### src/sv/tarl_pkg.sv
package tarl_pkg;

   // Field and limit widths
   localparam int AXES          = 3;
   localparam int VALUE_BITS    = 16;
   localparam int STEP_BITS     = VALUE_BITS + 1;
   localparam int LIMIT_BITS    = 15;
   localparam int CSR_INDEX_BITS = 2;
   localparam int CSR_DATA_BITS = 16;

   // Internal arithmetic width: room for value, limit and a few carries
   localparam int CALC_BITS =
      ((VALUE_BITS > LIMIT_BITS) ? VALUE_BITS : (LIMIT_BITS + 1)) + 4;

   // Register indexes
   localparam logic [CSR_INDEX_BITS-1:0] CSR_MAX_VELOCITY     = 2'd0;
   localparam logic [CSR_INDEX_BITS-1:0] CSR_MAX_ACCELERATION = 2'd1;

   typedef logic signed [VALUE_BITS-1:0] value_type;
   typedef logic signed [STEP_BITS-1:0]  step_type;
   typedef logic signed [CALC_BITS-1:0]  calc_type;
   typedef logic        [LIMIT_BITS-1:0] limit_type;

   // Saturation bounds in the wide arithmetic format
   localparam calc_type VALUE_MAX = calc_type'((64'sd1 <<< (VALUE_BITS - 1)) - 64'sd1);
   localparam calc_type VALUE_MIN = calc_type'(-(64'sd1 <<< (VALUE_BITS - 1)));

   typedef struct packed {
      value_type roll_in;
      value_type pitch_in;
      value_type yaw_in;
   } req_payload_type;

   typedef struct packed {
      value_type roll_out;
      value_type pitch_out;
      value_type yaw_out;
   } rsp_payload_type;

   function automatic calc_type widen_value(value_type v);
      return {{(CALC_BITS - VALUE_BITS){v[VALUE_BITS-1]}}, v};
   endfunction

   function automatic calc_type widen_step(step_type v);
      return {{(CALC_BITS - STEP_BITS){v[STEP_BITS-1]}}, v};
   endfunction

   function automatic calc_type widen_limit(limit_type v);
      return {{(CALC_BITS - LIMIT_BITS){1'b0}}, v};
   endfunction

endpackage

### src/sv/tarl_lane.sv
module tarl_lane (
   input  logic               clock,
   input  logic               reset,
   input  logic               advance,
   input  tarl_pkg::value_type cmd,
   input  tarl_pkg::limit_type max_velocity,
   input  tarl_pkg::limit_type max_acceleration,
   output tarl_pkg::value_type result
);
   import tarl_pkg::*;

   value_type prev_ff;
   value_type prev_in;
   step_type  step_ff;
   step_type  step_in;

   calc_type cmd_x;
   calc_type prev_x;
   calc_type pstep_x;
   calc_type mv_x;
   calc_type ma_x;
   calc_type hi;
   calc_type lo;
   calc_type limited;
   calc_type step;
   calc_type diff;
   calc_type diff_lim;
   calc_type step_lim;
   calc_type sum;
   calc_type sat;
   calc_type new_step;

   // Velocity clamp, then acceleration clamp, then saturation
   always_comb begin
      cmd_x   = widen_value(cmd);
      prev_x  = widen_value(prev_ff);
      pstep_x = widen_step(step_ff);
      mv_x    = widen_limit(max_velocity);
      ma_x    = widen_limit(max_acceleration);
      hi      = prev_x + mv_x;
      lo      = prev_x - mv_x;
      if (cmd_x > hi) begin
         limited = hi;
      end else if (cmd_x < lo) begin
         limited = lo;
      end else begin
         limited = cmd_x;
      end
      step = limited - prev_x;
      diff = step - pstep_x;
      if (diff > ma_x) begin
         diff_lim = ma_x;
      end else if (diff < -ma_x) begin
         diff_lim = -ma_x;
      end else begin
         diff_lim = diff;
      end
      step_lim = pstep_x + diff_lim;
      sum      = prev_x + step_lim;
      if (sum > VALUE_MAX) begin
         sat = VALUE_MAX;
      end else if (sum < VALUE_MIN) begin
         sat = VALUE_MIN;
      end else begin
         sat = sum;
      end
      new_step = sat - prev_x;
      prev_in  = sat[VALUE_BITS-1:0];
      step_in  = new_step[STEP_BITS-1:0];
   end

   assign result = prev_in;

   // Advance axis state on each accepted request
   always_ff @(posedge clock) begin
      if (reset) begin
         prev_ff <= '0;
         step_ff <= '0;
      end else if (advance) begin
         prev_ff <= prev_in;
         step_ff <= step_in;
      end
   end

endmodule

### src/sv/tarl_merge.sv
module tarl_merge (
   input  logic                     clock,
   input  logic                     reset,
   input  logic                     load,
   input  tarl_pkg::rsp_payload_type data,
   input  logic                     rsp_stall,
   output logic                     rsp_valid,
   output tarl_pkg::rsp_payload_type rsp_payload,
   output logic                     full
);
   import tarl_pkg::*;

   logic            out_valid_ff;
   logic            out_valid_in;
   rsp_payload_type out_data_ff;
   rsp_payload_type out_data_in;
   logic            skid_valid_ff;
   logic            skid_valid_in;
   rsp_payload_type skid_data_ff;
   rsp_payload_type skid_data_in;
   logic            take;

   assign take = out_valid_ff && !rsp_stall;

   // Refill output from skid first, else from the lanes; park in skid when blocked
   always_comb begin
      out_valid_in  = out_valid_ff;
      out_data_in   = out_data_ff;
      skid_valid_in = skid_valid_ff;
      skid_data_in  = skid_data_ff;
      if (!out_valid_ff || take) begin
         if (skid_valid_ff) begin
            out_valid_in  = 1'b1;
            out_data_in   = skid_data_ff;
            skid_valid_in = 1'b0;
         end else begin
            out_valid_in = load;
            if (load) begin
               out_data_in = data;
            end
         end
      end else if (load) begin
         skid_valid_in = 1'b1;
         skid_data_in  = data;
      end
   end

   always_ff @(posedge clock) begin
      if (reset) begin
         out_valid_ff  <= 1'b0;
         skid_valid_ff <= 1'b0;
      end else begin
         out_valid_ff  <= out_valid_in;
         skid_valid_ff <= skid_valid_in;
      end
   end

   always_ff @(posedge clock) begin
      out_data_ff  <= out_data_in;
      skid_data_ff <= skid_data_in;
   end

   assign rsp_valid   = out_valid_ff;
   assign rsp_payload = out_data_ff;
   assign full        = skid_valid_ff;

endmodule

### src/sv/three_axis_rate_accel_limiter.sv
// Three-axis slew-rate and acceleration limiter on signed Q8.8 values. Each request
// carries roll, pitch and yaw commands; three lanes each clamp their command to within
// max_velocity of the previous output, limit the change of step to max_acceleration,
// and saturate to 16 bits. One request is taken every clock cycle while req_stall
// is low; its result is held on the rsp_ channel in an output register backed by
// a one-entry skid register, so req_stall rises only when both are full. The per-axis
// add/compare chain that closes the combinational state loop sets this rate.
// Write max_velocity (index 0) and max_acceleration (index 1) only while idle;
// both reset to zero, which holds every output at zero.
module three_axis_rate_accel_limiter (
   input  logic                                    clock,
   input  logic                                    reset,
   input  logic                                    req_valid,
   output logic                                    req_stall,
   input  tarl_pkg::req_payload_type               req_payload,
   output logic                                    rsp_valid,
   input  logic                                    rsp_stall,
   output tarl_pkg::rsp_payload_type               rsp_payload,
   input  logic                                    csr_valid,
   output logic                                    csr_ready,
   input  logic [tarl_pkg::CSR_INDEX_BITS-1:0]     csr_index,
   input  logic [tarl_pkg::CSR_DATA_BITS-1:0]      csr_data
);
   import tarl_pkg::*;

   limit_type       max_velocity_ff;
   limit_type       max_acceleration_ff;
   logic            accept;
   logic            full;
   value_type       cmd_value [AXES];
   value_type       result_value [AXES];
   rsp_payload_type merged;

   assign csr_ready = 1'b1;
   assign accept    = req_valid && !req_stall;
   assign req_stall = full;

   // Write limit registers
   always_ff @(posedge clock) begin
      if (reset) begin
         max_velocity_ff     <= '0;
         max_acceleration_ff <= '0;
      end else if (csr_valid && csr_ready) begin
         case (csr_index)
            CSR_MAX_VELOCITY: begin
               max_velocity_ff <= csr_data[LIMIT_BITS-1:0];
            end
            CSR_MAX_ACCELERATION: begin
               max_acceleration_ff <= csr_data[LIMIT_BITS-1:0];
            end
            default: begin
            end
         endcase
      end
   end

   // Split request into axis lanes
   assign cmd_value[0] = req_payload.roll_in;
   assign cmd_value[1] = req_payload.pitch_in;
   assign cmd_value[2] = req_payload.yaw_in;

   for (genvar a = 0; a < AXES; a++) begin : g_lane
      tarl_lane u_lane (
         .clock            (clock),
         .reset            (reset),
         .advance          (accept),
         .cmd              (cmd_value[a]),
         .max_velocity     (max_velocity_ff),
         .max_acceleration (max_acceleration_ff),
         .result           (result_value[a])
      );
   end

   // Gather lane results into one response
   assign merged.roll_out  = result_value[0];
   assign merged.pitch_out = result_value[1];
   assign merged.yaw_out   = result_value[2];

   tarl_merge u_merge (
      .clock       (clock),
      .reset       (reset),
      .load        (accept),
      .data        (merged),
      .rsp_stall   (rsp_stall),
      .rsp_valid   (rsp_valid),
      .rsp_payload (rsp_payload),
      .full        (full)
   );

   // Skid holds data only behind a full output register
   a_stall_needs_output: assert property (@(posedge clock) disable iff (reset)
      req_stall |-> rsp_valid)
      else $error("request stalled with empty output register");

   // Accepted request always yields a pending response
   a_accept_gives_rsp: assert property (@(posedge clock) disable iff (reset)
      accept |=> rsp_valid)
      else $error("accepted request produced no response");

   // Blocked output plus new request fills the skid
   a_blocked_fills_skid: assert property (@(posedge clock) disable iff (reset)
      (rsp_valid && rsp_stall && accept) |=> req_stall)
      else $error("request lost behind stalled response");

endmodule

### config.mk
export PLATFORM = sky130hd
export DESIGN_NAME = three_axis_rate_accel_limiter
export DESIGN_NICKNAME = d
export VERILOG_FILES = /design/src/sv/tarl_pkg.sv /design/src/sv/tarl_lane.sv /design/src/sv/tarl_merge.sv /design/src/sv/three_axis_rate_accel_limiter.sv
export SDC_FILE = /design/constraint.sdc
export NUM_CORES = 1
export LEC_CHECK = 0
export BUFFER_PORTS_ARGS = -buffer_cell sky130_fd_sc_hd__buf_4
export CAP_MARGIN = 20
export CORE_ASPECT_RATIO = 1.4
export CORE_UTILIZATION = 40
export CTS_BUF_LIST = sky130_fd_sc_hd__clkbuf_16
export CTS_CLUSTER_SIZE = 10
export DETAILED_ROUTE_END_ITERATION = 7
export PLACE_DENSITY = 0.54
export SLEW_MARGIN = 20
export SYNTH_ARGS = -nofsm -noshare
export SYNTH_HDL_FRONTEND = slang
export SYNTH_SLANG_ARGS = --single-unit
### constraint.sdc
create_clock -name clock -period 20.8 [get_ports clock]
set_input_delay 0 -clock clock [delete_from_list [all_inputs] [get_ports clock]]
set_output_delay 0 -clock clock [all_outputs]
set_load 0.01 [all_outputs]
* Word-level counts from Yosys, hierarchy flattened
Cells that the tools add are included.
** Word-level totals
- Register bits after elaboration :: 227
- Input port bits :: 71
- Output and inout port bits :: 51
- Word-level logic and storage cells :: 92
** Cells by class
- $add $sub $neg :: 22
- Magnitude comparators :: 18
- Eq/ne operators :: 1
- Multiplexer cells :: 21
- Bitwise logic cells :: 1
- Reductions and logical operators :: 13
** Operator list (number)
- $mux W20 :: 12
- $mux W17 :: 6
- $mux W48 :: 2
- $add A16 B20 Y20 :: 3
- $add A17 B20 Y20 :: 3
- $gt A20 B16 Y1 :: 3
- $gt A20 B16 Y1 const B :: 3
- $lt A20 B16 Y1 const B :: 3
- $lt A20 B20 Y1 :: 3
- $sub A20 B16 Y20 :: 3
- $sub A20 B17 Y20 :: 3
- $add A16 B16 Y17 :: 3
- $gt A16 B17 Y1 :: 3
- $lt A16 B17 Y1 :: 3
- $sub A16 B16 Y17 :: 3
- $sub A17 B16 Y17 :: 3
- $neg A15 Y20 :: 1
- $reduce_and A2 Y1 :: 4
- $logic_not A1 Y1 :: 3
- $eq A2 B1 Y1 const B :: 1
- $logic_and A1 B1 Y1 :: 2
- $logic_not A2 Y1 :: 1
- $reduce_bool A2 Y1 :: 1
- $reduce_or A2 Y1 :: 1
- other kinds (3) :: 3

* Depth between registers and ports, before layout
Gate-level depths: netlist (run 1).
- Depth in word-level cells :: 16
- Depth in mapped cells :: 86
- Mapped depth without buffers :: 83

* Cells and area by module
Synthesis (run 1) repeated with hierarchy kept, for this count alone.
** Unflattened totals
- Cells, all modules :: 3804
- Area, all modules :: 31447.7 um^2
** Modules (own cells, without submodules)
- tarl_lane at g_lane[2].u_lane :: instances 1, cells each 1200, area each 9120.0 um^2, seq. area each 660.6 um^2
- tarl_lane at g_lane[1].u_lane :: instances 1, cells each 1161, area each 8770.9 um^2, seq. area each 660.6 um^2
- tarl_lane at g_lane[0].u_lane :: instances 1, cells each 1166, area each 8710.9 um^2, seq. area each 660.6 um^2
- tarl_merge :: instances 1, cells each 157, area each 3570.9 um^2, seq. area each 2922.8 um^2
- three_axis_rate_accel_limiter :: instances 1, cells each 120, area each 1275.0 um^2, seq. area each 600.6 um^2

* Worst setup path before layout (run 1)
No wires, ideal clock.
- Path type :: register to register
- Start :: register max_velocity_ff[1]
- End :: register g_lane[1].u_lane.step_ff[16]
- Setup time :: 0.130 ns
- Arrival time :: 15.676 ns
- Required time :: 20.670 ns
- Setup slack :: 4.993 ns
- Cell stages (with the launch flop) :: 78
- Path buffers :: 5
- Clock period less this slack :: 15.807 ns
- Cell sequence :: dfxtp_1 inv_1 fa_1 o21bai_1 a21oi_1 o21bai_1 a21oi_1 o21ai_0 a21oi_1 o21bai_1 a21oi_1 o31ai_1 a221oi_1 xnor2_1 ha_1 and3_1 a21bo_2 a211o_1 (+42 left out) buf_6 a21o_1 ha_1 inv_1 fa_1 a21o_1 a21oi_1 o21ai_0 a21oi_1 nor2b_1 o21ai_0 a21oi_1 o41ai_1 o2111ai_1 a21oi_1 xnor2_1 xnor2_1 o31ai_1
** Between the ends
- Longest elaborated chain between the ends :: 15
- Elaborated cells on any way between the ends :: 19
- Those cells by class :: add/sub (7); order compare (6); mux (6)
** RTL lines
- start: declaration :: line three_axis_rate_accel_limiter.sv:26 : limit_type max_velocity_ff;
- start signal: assignment :: line three_axis_rate_accel_limiter.sv:46 : max_velocity_ff <= csr_data[LIMIT_BITS-1:0];
- $sub A16 B16 Y17 :: line tarl_lane.sv:41 : lo = prev_x - mv_x;
- $lt A16 B17 Y1 :: line tarl_lane.sv:44 : end else if (cmd_x < lo) begin
- $mux W20 :: line tarl_lane.sv:44
- $mux W20 * :: line tarl_lane.sv:42 : if (cmd_x > hi) begin
- $sub A20 B16 Y20 * :: line tarl_lane.sv:49 : step = limited - prev_x;
- $sub A20 B17 Y20 * :: line tarl_lane.sv:50 : diff = step - pstep_x;
- $lt A20 B20 Y1 :: line tarl_lane.sv:53 : end else if (diff < -ma_x) begin
- $mux W20 :: line tarl_lane.sv:53
- $mux W20 * :: line tarl_lane.sv:51 : if (diff > ma_x) begin
- $add A17 B20 Y20 * :: line tarl_lane.sv:58 : step_lim = pstep_x + diff_lim;
- $add A16 B20 Y20 * :: line tarl_lane.sv:59 : sum = prev_x + step_lim;
- $lt A20 B16 Y1 :: line tarl_lane.sv:62 : end else if (sum < VALUE_MIN) begin
- $mux W17 :: line tarl_lane.sv:62
- $mux W17 * :: line tarl_lane.sv:60 : if (sum > VALUE_MAX) begin
- $sub A17 B16 Y17 * :: line tarl_lane.sv:67 : new_step = sat - prev_x;
- end signal: assignment :: line tarl_lane.sv:81 : step_ff <= step_in;
- end: declaration :: line tarl_lane.sv:14 : step_type step_ff;
Every way passes the cells marked *; elsewhere a longest branch is shown, timed or not.
A chain may end at the register's enable or synchronous reset.

* Worst setup path after layout (run 1)
- Start :: register max_velocity_ff[2]
- End :: register g_lane[0].u_lane.step_ff[16]
** Between the ends
- Longest elaborated chain between the ends :: 15
- Elaborated cells on any way between the ends :: 19
- Those cells by class :: add/sub (7); order compare (6); mux (6)
** RTL lines (line)
- $sub A16 B16 Y17 :: tarl_lane.sv:41
- $lt A16 B17 Y1 :: tarl_lane.sv:44
- $mux W20 :: tarl_lane.sv:44
- $mux W20 * :: tarl_lane.sv:42
- $sub A20 B16 Y20 * :: tarl_lane.sv:49
- $sub A20 B17 Y20 * :: tarl_lane.sv:50
- $lt A20 B20 Y1 :: tarl_lane.sv:53
- $mux W20 :: tarl_lane.sv:53
- $mux W20 * :: tarl_lane.sv:51
- $add A17 B20 Y20 * :: tarl_lane.sv:58
- $add A16 B20 Y20 * :: tarl_lane.sv:59
- $lt A20 B16 Y1 :: tarl_lane.sv:62
- $mux W17 :: tarl_lane.sv:62
- $mux W17 * :: tarl_lane.sv:60
- $sub A17 B16 Y17 * :: tarl_lane.sv:67
- end signal: assignment :: tarl_lane.sv:81
- end: declaration :: tarl_lane.sv:14
Marked as above.

==> impl_metrics.tcl, run 1 <==
set metrics [dict create \
    setup_violations 0 \
    startpoint "max_velocity_ff[2]" \
    grt_usage 0.2746 \
    synth.distinct_cells 90 \
    rr_worst_depth 76 \
    synth-edff-count 96 \
    clk_path_buf_depth 3 \
    route.detailed.drc 0 \
    ctsResizeCount 0 \
    synth_most_common_cell "ha_1" \
    antenna_found_initial 1 \
    busiest_layer "met2" \
    synth_top_cell_by_area "ha_1" \
    syn_area_mm2 0.02909 \
    grtUsageMet2 0.4828 \
    min_from "csr_index[0]" \
    post-route-period-util 0.9353 \
    die_w_um 229.9 \
    gp_congestion 1.001 \
    dpl_worst_slack_ns 1.534 \
    hold_depth 4 \
    cpPeakStageDelay_ns 0.81 \
    worst-path-max-fanout 24 \
    drt-pass1-iter-count 5 \
    clk_root_buffer_cell "clkbuf_16" \
    grt_overflow 0 \
    status "finished clean" \
    nFillCells 7359 \
    end_kind "flip-flop" \
    r2r-start "max_velocity_ff[2]" \
    synthCells 3592 \
    final_antenna_net_count 0 \
    clk_latency_ns 0.62 \
    fmax_ghz 0.05141 \
    maxSlewViolCount 0 \
    core_area_mm2 0.07170 \
    drv_cap 0 \
    io_buffer_count 119 \
    yosys_warnings 0 \
    area_growth_pct 10.61 \
    globalRouteMet3Util 0.01746 \
    path_clk_slew_ns 0.08 \
    dp.final_hpwl_um 85820 \
    final.min_clock_period_ns 19.45 \
    crit_top_cell "a21oi_1" \
    timing.hold.ws_ns 0.1060 \
    layout.nets 4312 \
    rsz0062_at_grt "false" \
    h-tree-depth 1 \
    grt_pass1_vias 25750 \
    path_class "flip-flop to flip-flop" \
    finish.utilization 0.4488 \
    synth-seq-cells 227 \
    vias 26210 \
    grt_max_degree 72 \
    min_to "max_acceleration_ff[0]" \
    synthesis.nets 4231 \
    crit_path_start_kind "flip-flop" \
    avgSynthCellArea_um2 8.099 \
    timing.rr.end "g_lane[0].u_lane.step_ff[16]" \
    vias_per_cell 5.650 \
    cp_slowest_cell "nor2_2" \
    dieArea_mm2 0.07383 \
    pin_count 122 \
    drt-initial-drc-count 1563 \
    layout-drive-gt1-share 0.07147 \
    fin_worst_skew_ns 0.02411 \
    start_util 0.4057 \
    routed_wl_um 103000 \
    synth-main-ff-cell "dfxtp_1" \
    synth_top_area_share 0.1927 \
    finalSetupTns_ns 0 \
    grt_pass1_wl_um 154700 \
    ys_top_cells_by_area "ha_1, edfxtp_1, dfxtp_1" \
    required_ns 21.28 \
    clock_sinks 227 \
    ys_seq_area_frac 0.1892 \
    arrival_ns 19.93 \
    hold_path.class "primary input to flip-flop" \
    setup_slack_ns 1.347 \
    r2r_slack_ns 1.35 \
    cts_tree "done" \
    use_met1 0.3393 \
    wl_per_cell_um 22.19 \
    tritoncts.num_buffers 29 \
    rows 116 \
    worstMarginPinSlew_ns 1.029 \
    yosys-top-cells-count "ha_1, a21oi_1, inv_1" \
    relSlewSlack 0.3135 \
    synthArstFlopShare 0 \
    fp.dieH_um 321.1 \
    hold_viol_final 0 \
]
## per-layer routing
metal,share of wire,vias up
met3,0.033,160
met2,0.49,590
met4,0.055,2
met5,0.00017,-
li1,-,12980
met1,0.43,12490
## critical path: cells and delay by family, from the launching register on
family	cells	cell delay (ns)
multiplexers	1	0.30
flip-flops	1	0.57
AND/OR/NAND/NOR	15	3.91
AO/OA/AOI/OAI	41	10.04
XOR/XNOR	4	0.53
adder cells (fa/ha/maj)	9	2.87
buffers and inverters	6	1.06
## how the worst max path moves through the flow
stage / end / slack, ns / cells after the start
detailed placement: g_lane[0].u_lane.step_ff[16] / 1.53 / 76
CTS: g_lane[2].u_lane.step_ff[16] / 1.45 / 78
global route: g_lane[1].u_lane.step_ff[16] / 0.07 / 77
global placement: g_lane[2].u_lane.step_ff[16] / 1.51 / 78
finish: g_lane[0].u_lane.step_ff[16] / 1.35 / 76
floorplan: g_lane[1].u_lane.step_ff[16] / 4.99 / 77
## sequential cells by signal, summed over array words and instances, names as in the netlist
| signal | flops |
|---|---|
| g_lane.u_lane.step_ff | 51 |
| g_lane.u_lane.prev_ff | 48 |
| u_merge.rsp_payload | 48 |
| u_merge.skid_data_ff | 48 |
| max_acceleration_ff | 15 |
| max_velocity_ff | 15 |
| u_merge.full | 1 |
| u_merge.rsp_valid | 1 |
## cell type report
cell class | count | area (um2) | share of cell area
tap | 944 | 1181 | 0.03671
antenna | 2 | 5.005 | 0.0001555
clock inverter | 22 | 153.9 | 0.004783
multi-input combinational | 2874 | 21800 | 0.6776
sequential | 227 | 5507 | 0.1711
inverter | 358 | 1344 | 0.04176
timing repair buffer | 183 | 1434 | 0.04456
clock buffer | 30 | 750.7 | 0.02333
## cell families (layout without fill, tap and decap cells)
logic type,count (synthesis),count (layout),synth area share
buffers and inverters,491,593,0.06404
flip-flops,227,227,0.1892
adder cells (fa/ha/maj),568,568,0.2753
XOR/XNOR,207,207,0.06232
AO/OA/AOI/OAI,1112,1112,0.2415
other,1,3,0.0001289
AND/OR/NAND/NOR,950,950,0.1542
multiplexers,36,36,0.01329
## cells in the final DEF (no fill, tap or decap), types with 34 or more instances in the layout
master,count
ha_1,448
dfxtp_1,130
o21bai_1,40
inv_1,363
nand3_1,73
nor2b_1,70
xor2_1,39
xnor2_1,167
o21ai_0,193
nand2_1,316
fa_1,120
a21oi_1,400
buf_4,159
a21o_1,66
o21a_1,56
nor2_1,240
a31oi_1,40
o31ai_1,34
nand2b_1,46
nor3_1,46
a211oi_1,51
edfxtp_1,96
## metrics by stage
stage          instances  area, um2
6_report            4640      32180
5_1_grt             4638      32170
4_1_cts             4638      32170
3_5_place_dp        4562      31020
3_3_place_gp        4562      31020
2_1_floorplan       3592      29090
## what timing repair did
action | in CTS | in global routing
hold buffers | 24 | 0
hold endpoints to repair | 88 | 0
setup buffers | 0 | 0
Power of run 1 is left out: the tool's default activity adds up to more than one toggle a clock period on the data nets, which glitch-free logic cannot reach.
==> run 2, diff against run 1 <==
--- a/config.mk
+++ b/config.mk
@@ -12,7 +12,7 @@
 export CTS_BUF_LIST = sky130_fd_sc_hd__clkbuf_16
 export CTS_CLUSTER_SIZE = 10
 export DETAILED_ROUTE_END_ITERATION = 7
-export PLACE_DENSITY = 0.54
+export PLACE_DENSITY_LB_ADDON = 0.25
 export SLEW_MARGIN = 20
 export SYNTH_ARGS = -nofsm -noshare
 export SYNTH_HDL_FRONTEND = slang
==> constraint.sdc (replaced) <==
create_clock -name clock -period 16.24 [get_ports clock]
set_input_delay 0 -clock clock [delete_from_list [all_inputs] [get_ports clock]]
set_output_delay 0 -clock clock [all_outputs]
set_load 0.01 [all_outputs]
==> run 2 against run 1 <==
  * Sequential cell count is the same
  * Clock-buffer cell count is the same
  * Worst setup slack worse by 0.74 ns
  * Die area is the same
  * Fmax is 24% higher
  * Critical path type unchanged
==> impl_metrics.tcl, run 2 (synthesis results as in run 1) <==
set metrics [dict create \
    status "finished clean" \
    largest_register_ffs 51 \
    dp.final_hpwl_um 94920 \
    final_antenna_net_count 0 \
    clk_latency_ns 0.62 \
    core_area_mm2 0.07170 \
    h-tree-depth 1 \
    cts_tree "done" \
    dp.cells 5123 \
    regMostFlops "g_lane.u_lane.step_ff" \
    cp_slowest_cell "fa_1" \
    drv_cap 0 \
    fmax_ghz 0.06397 \
    drt-pass1-iter-count 8 \
    drt-initial-drc-count 1740 \
    die_w_um 229.9 \
    gp_congestion 1.070 \
    route.detailed.drc 0 \
    path_class "flip-flop to flip-flop" \
    relSlewSlack 0.2981 \
    fp.dieH_um 321.1 \
    hold_viol_final 0 \
    path_clk_slew_ns 0.06 \
    grt_max_degree 76 \
    layout-drive-gt1-share 0.2506 \
    start_util 0.4057 \
    tritoncts.num_buffers 28 \
    clk_path_buf_depth 3 \
    post-route-period-util 0.9626 \
    worst-path-max-fanout 6 \
    cpPeakStageDelay_ns 0.54 \
    grt_pass1_wl_um 169500 \
    vias_per_cell 5.641 \
    wl_per_cell_um 21.94 \
    io_buffer_count 119 \
    worstMarginPinSlew_ns 1.053 \
    vias 29530 \
    setup_violations 0 \
    required_ns 16.70 \
    maxSlewViolCount 0 \
    area_growth_pct 30.00 \
    clock_sinks 227 \
    antenna_found_initial 4 \
    grt_usage 0.3023 \
    grt_overflow 0 \
    nFillCells 6851 \
    fin_cells 5235 \
    crit_path_start_kind "flip-flop" \
    grt_pass1_vias 29030 \
    hold_path.class "primary input to flip-flop" \
    layout.nets 4908 \
    arrival_ns 16.09 \
    end_kind "flip-flop" \
    rows 116 \
    final_cell_mix "buf_4, ha_1, inv_1, a21oi_1, nand2_1" \
    crit_top_cell "buf_4" \
    multi_input_area_mm2 0.02295 \
    routed_wl_um 114900 \
    regArea_mm2 0.005509 \
    final_common_cell "buf_4" \
    pin_count 122 \
    clk_root_buffer_cell "clkbuf_16" \
    timing.hold.ws_ns 0.08187 \
    rsz0062_at_grt "true" \
    final.min_clock_period_ns 15.63 \
    fin_worst_skew_ns 0.02009 \
    dieArea_mm2 0.07383 \
]
run 2: path summary, 6_finish.rpt:
path / endpoint / slack [ns] / cells after the start / from
max: g_lane[2].u_lane.step_ff[16] / 0.61 / 87 / g_lane[2].u_lane.prev_ff[0]
min: max_velocity_ff[8] / 0.08 / 4 / csr_index[0]
max reg2reg: g_lane[2].u_lane.step_ff[16] / 0.61 / 87 / g_lane[2].u_lane.prev_ff[0]
min reg2reg: g_lane[1].u_lane.step_ff[10] / 0.45 / 2 / g_lane[1].u_lane.step_ff[10]
run 2: critical path: cells and delay by family (launching register included):
kind	cells	cell delay (ns)
AOI/OAI and AO/OA	44	7.73
xor gates and xnor gates	4	0.54
adders and majority gates	10	3.19
buffers and inverters	16	2.07
DFF	1	0.32
muxes	1	0.15
and+or+nand+nor	12	1.44
run 2: cell type report:
| cell class | count | share of cell area |
|---|---|---|
| Multi-Input combinational cell | 2874 | 0.6069 |
| Timing Repair Buffer | 780 | 0.1579 |
| Sequential cell | 227 | 0.1457 |
| Inverter | 358 | 0.03553 |
| Tap cell | 944 | 0.03123 |
| Clock buffer | 30 | 0.01985 |
| Clock inverter | 21 | 0.002812 |
| Antenna cell | 1 | 0.00006617 |
run 2: per-layer routing:
| metal | routed length (um) | vias to the layer above | global-route usage |
|---|---|---|---|
| li1 | - | 14160 | - |
| met1 | 43910 | 14180 | 0.3378 |
| met2 | 55820 | 865 | 0.5376 |
| met3 | 5804 | 318 | 0.03307 |
| met4 | 9283 | 8 | 0.2044 |
| met5 | 54 | - | 0 |
run 2: what timing repair did:
| action | in CTS | in global routing |
|---|---|---|
| gates resized for setup | 59 | 261 |
| pin swaps | 16 | 133 |
| endpoints found under the hold margin | 79 | 0 |
| setup endpoints to repair | 21 | 33 |
| setup buffers | 7 | 33 |
| hold buffers | 22 | 0 |
| cloned | 0 | 1 |
run 2: metrics by stage:
step                  util  instance area (um2)  worst slack [ns]  TNS [ns]
global placement    0.4916                35250           -0.5239    -4.361
finish              0.5275                37820            0.6066         0
floorplan                -                29090            0.4332         0
CTS                 0.5104                36590          0.001680         0
detailed placement  0.4916                35250           -0.5916    -5.487
global route        0.5274                37820           -0.3569    -1.379
Power of run 2 is left out for the same reason.
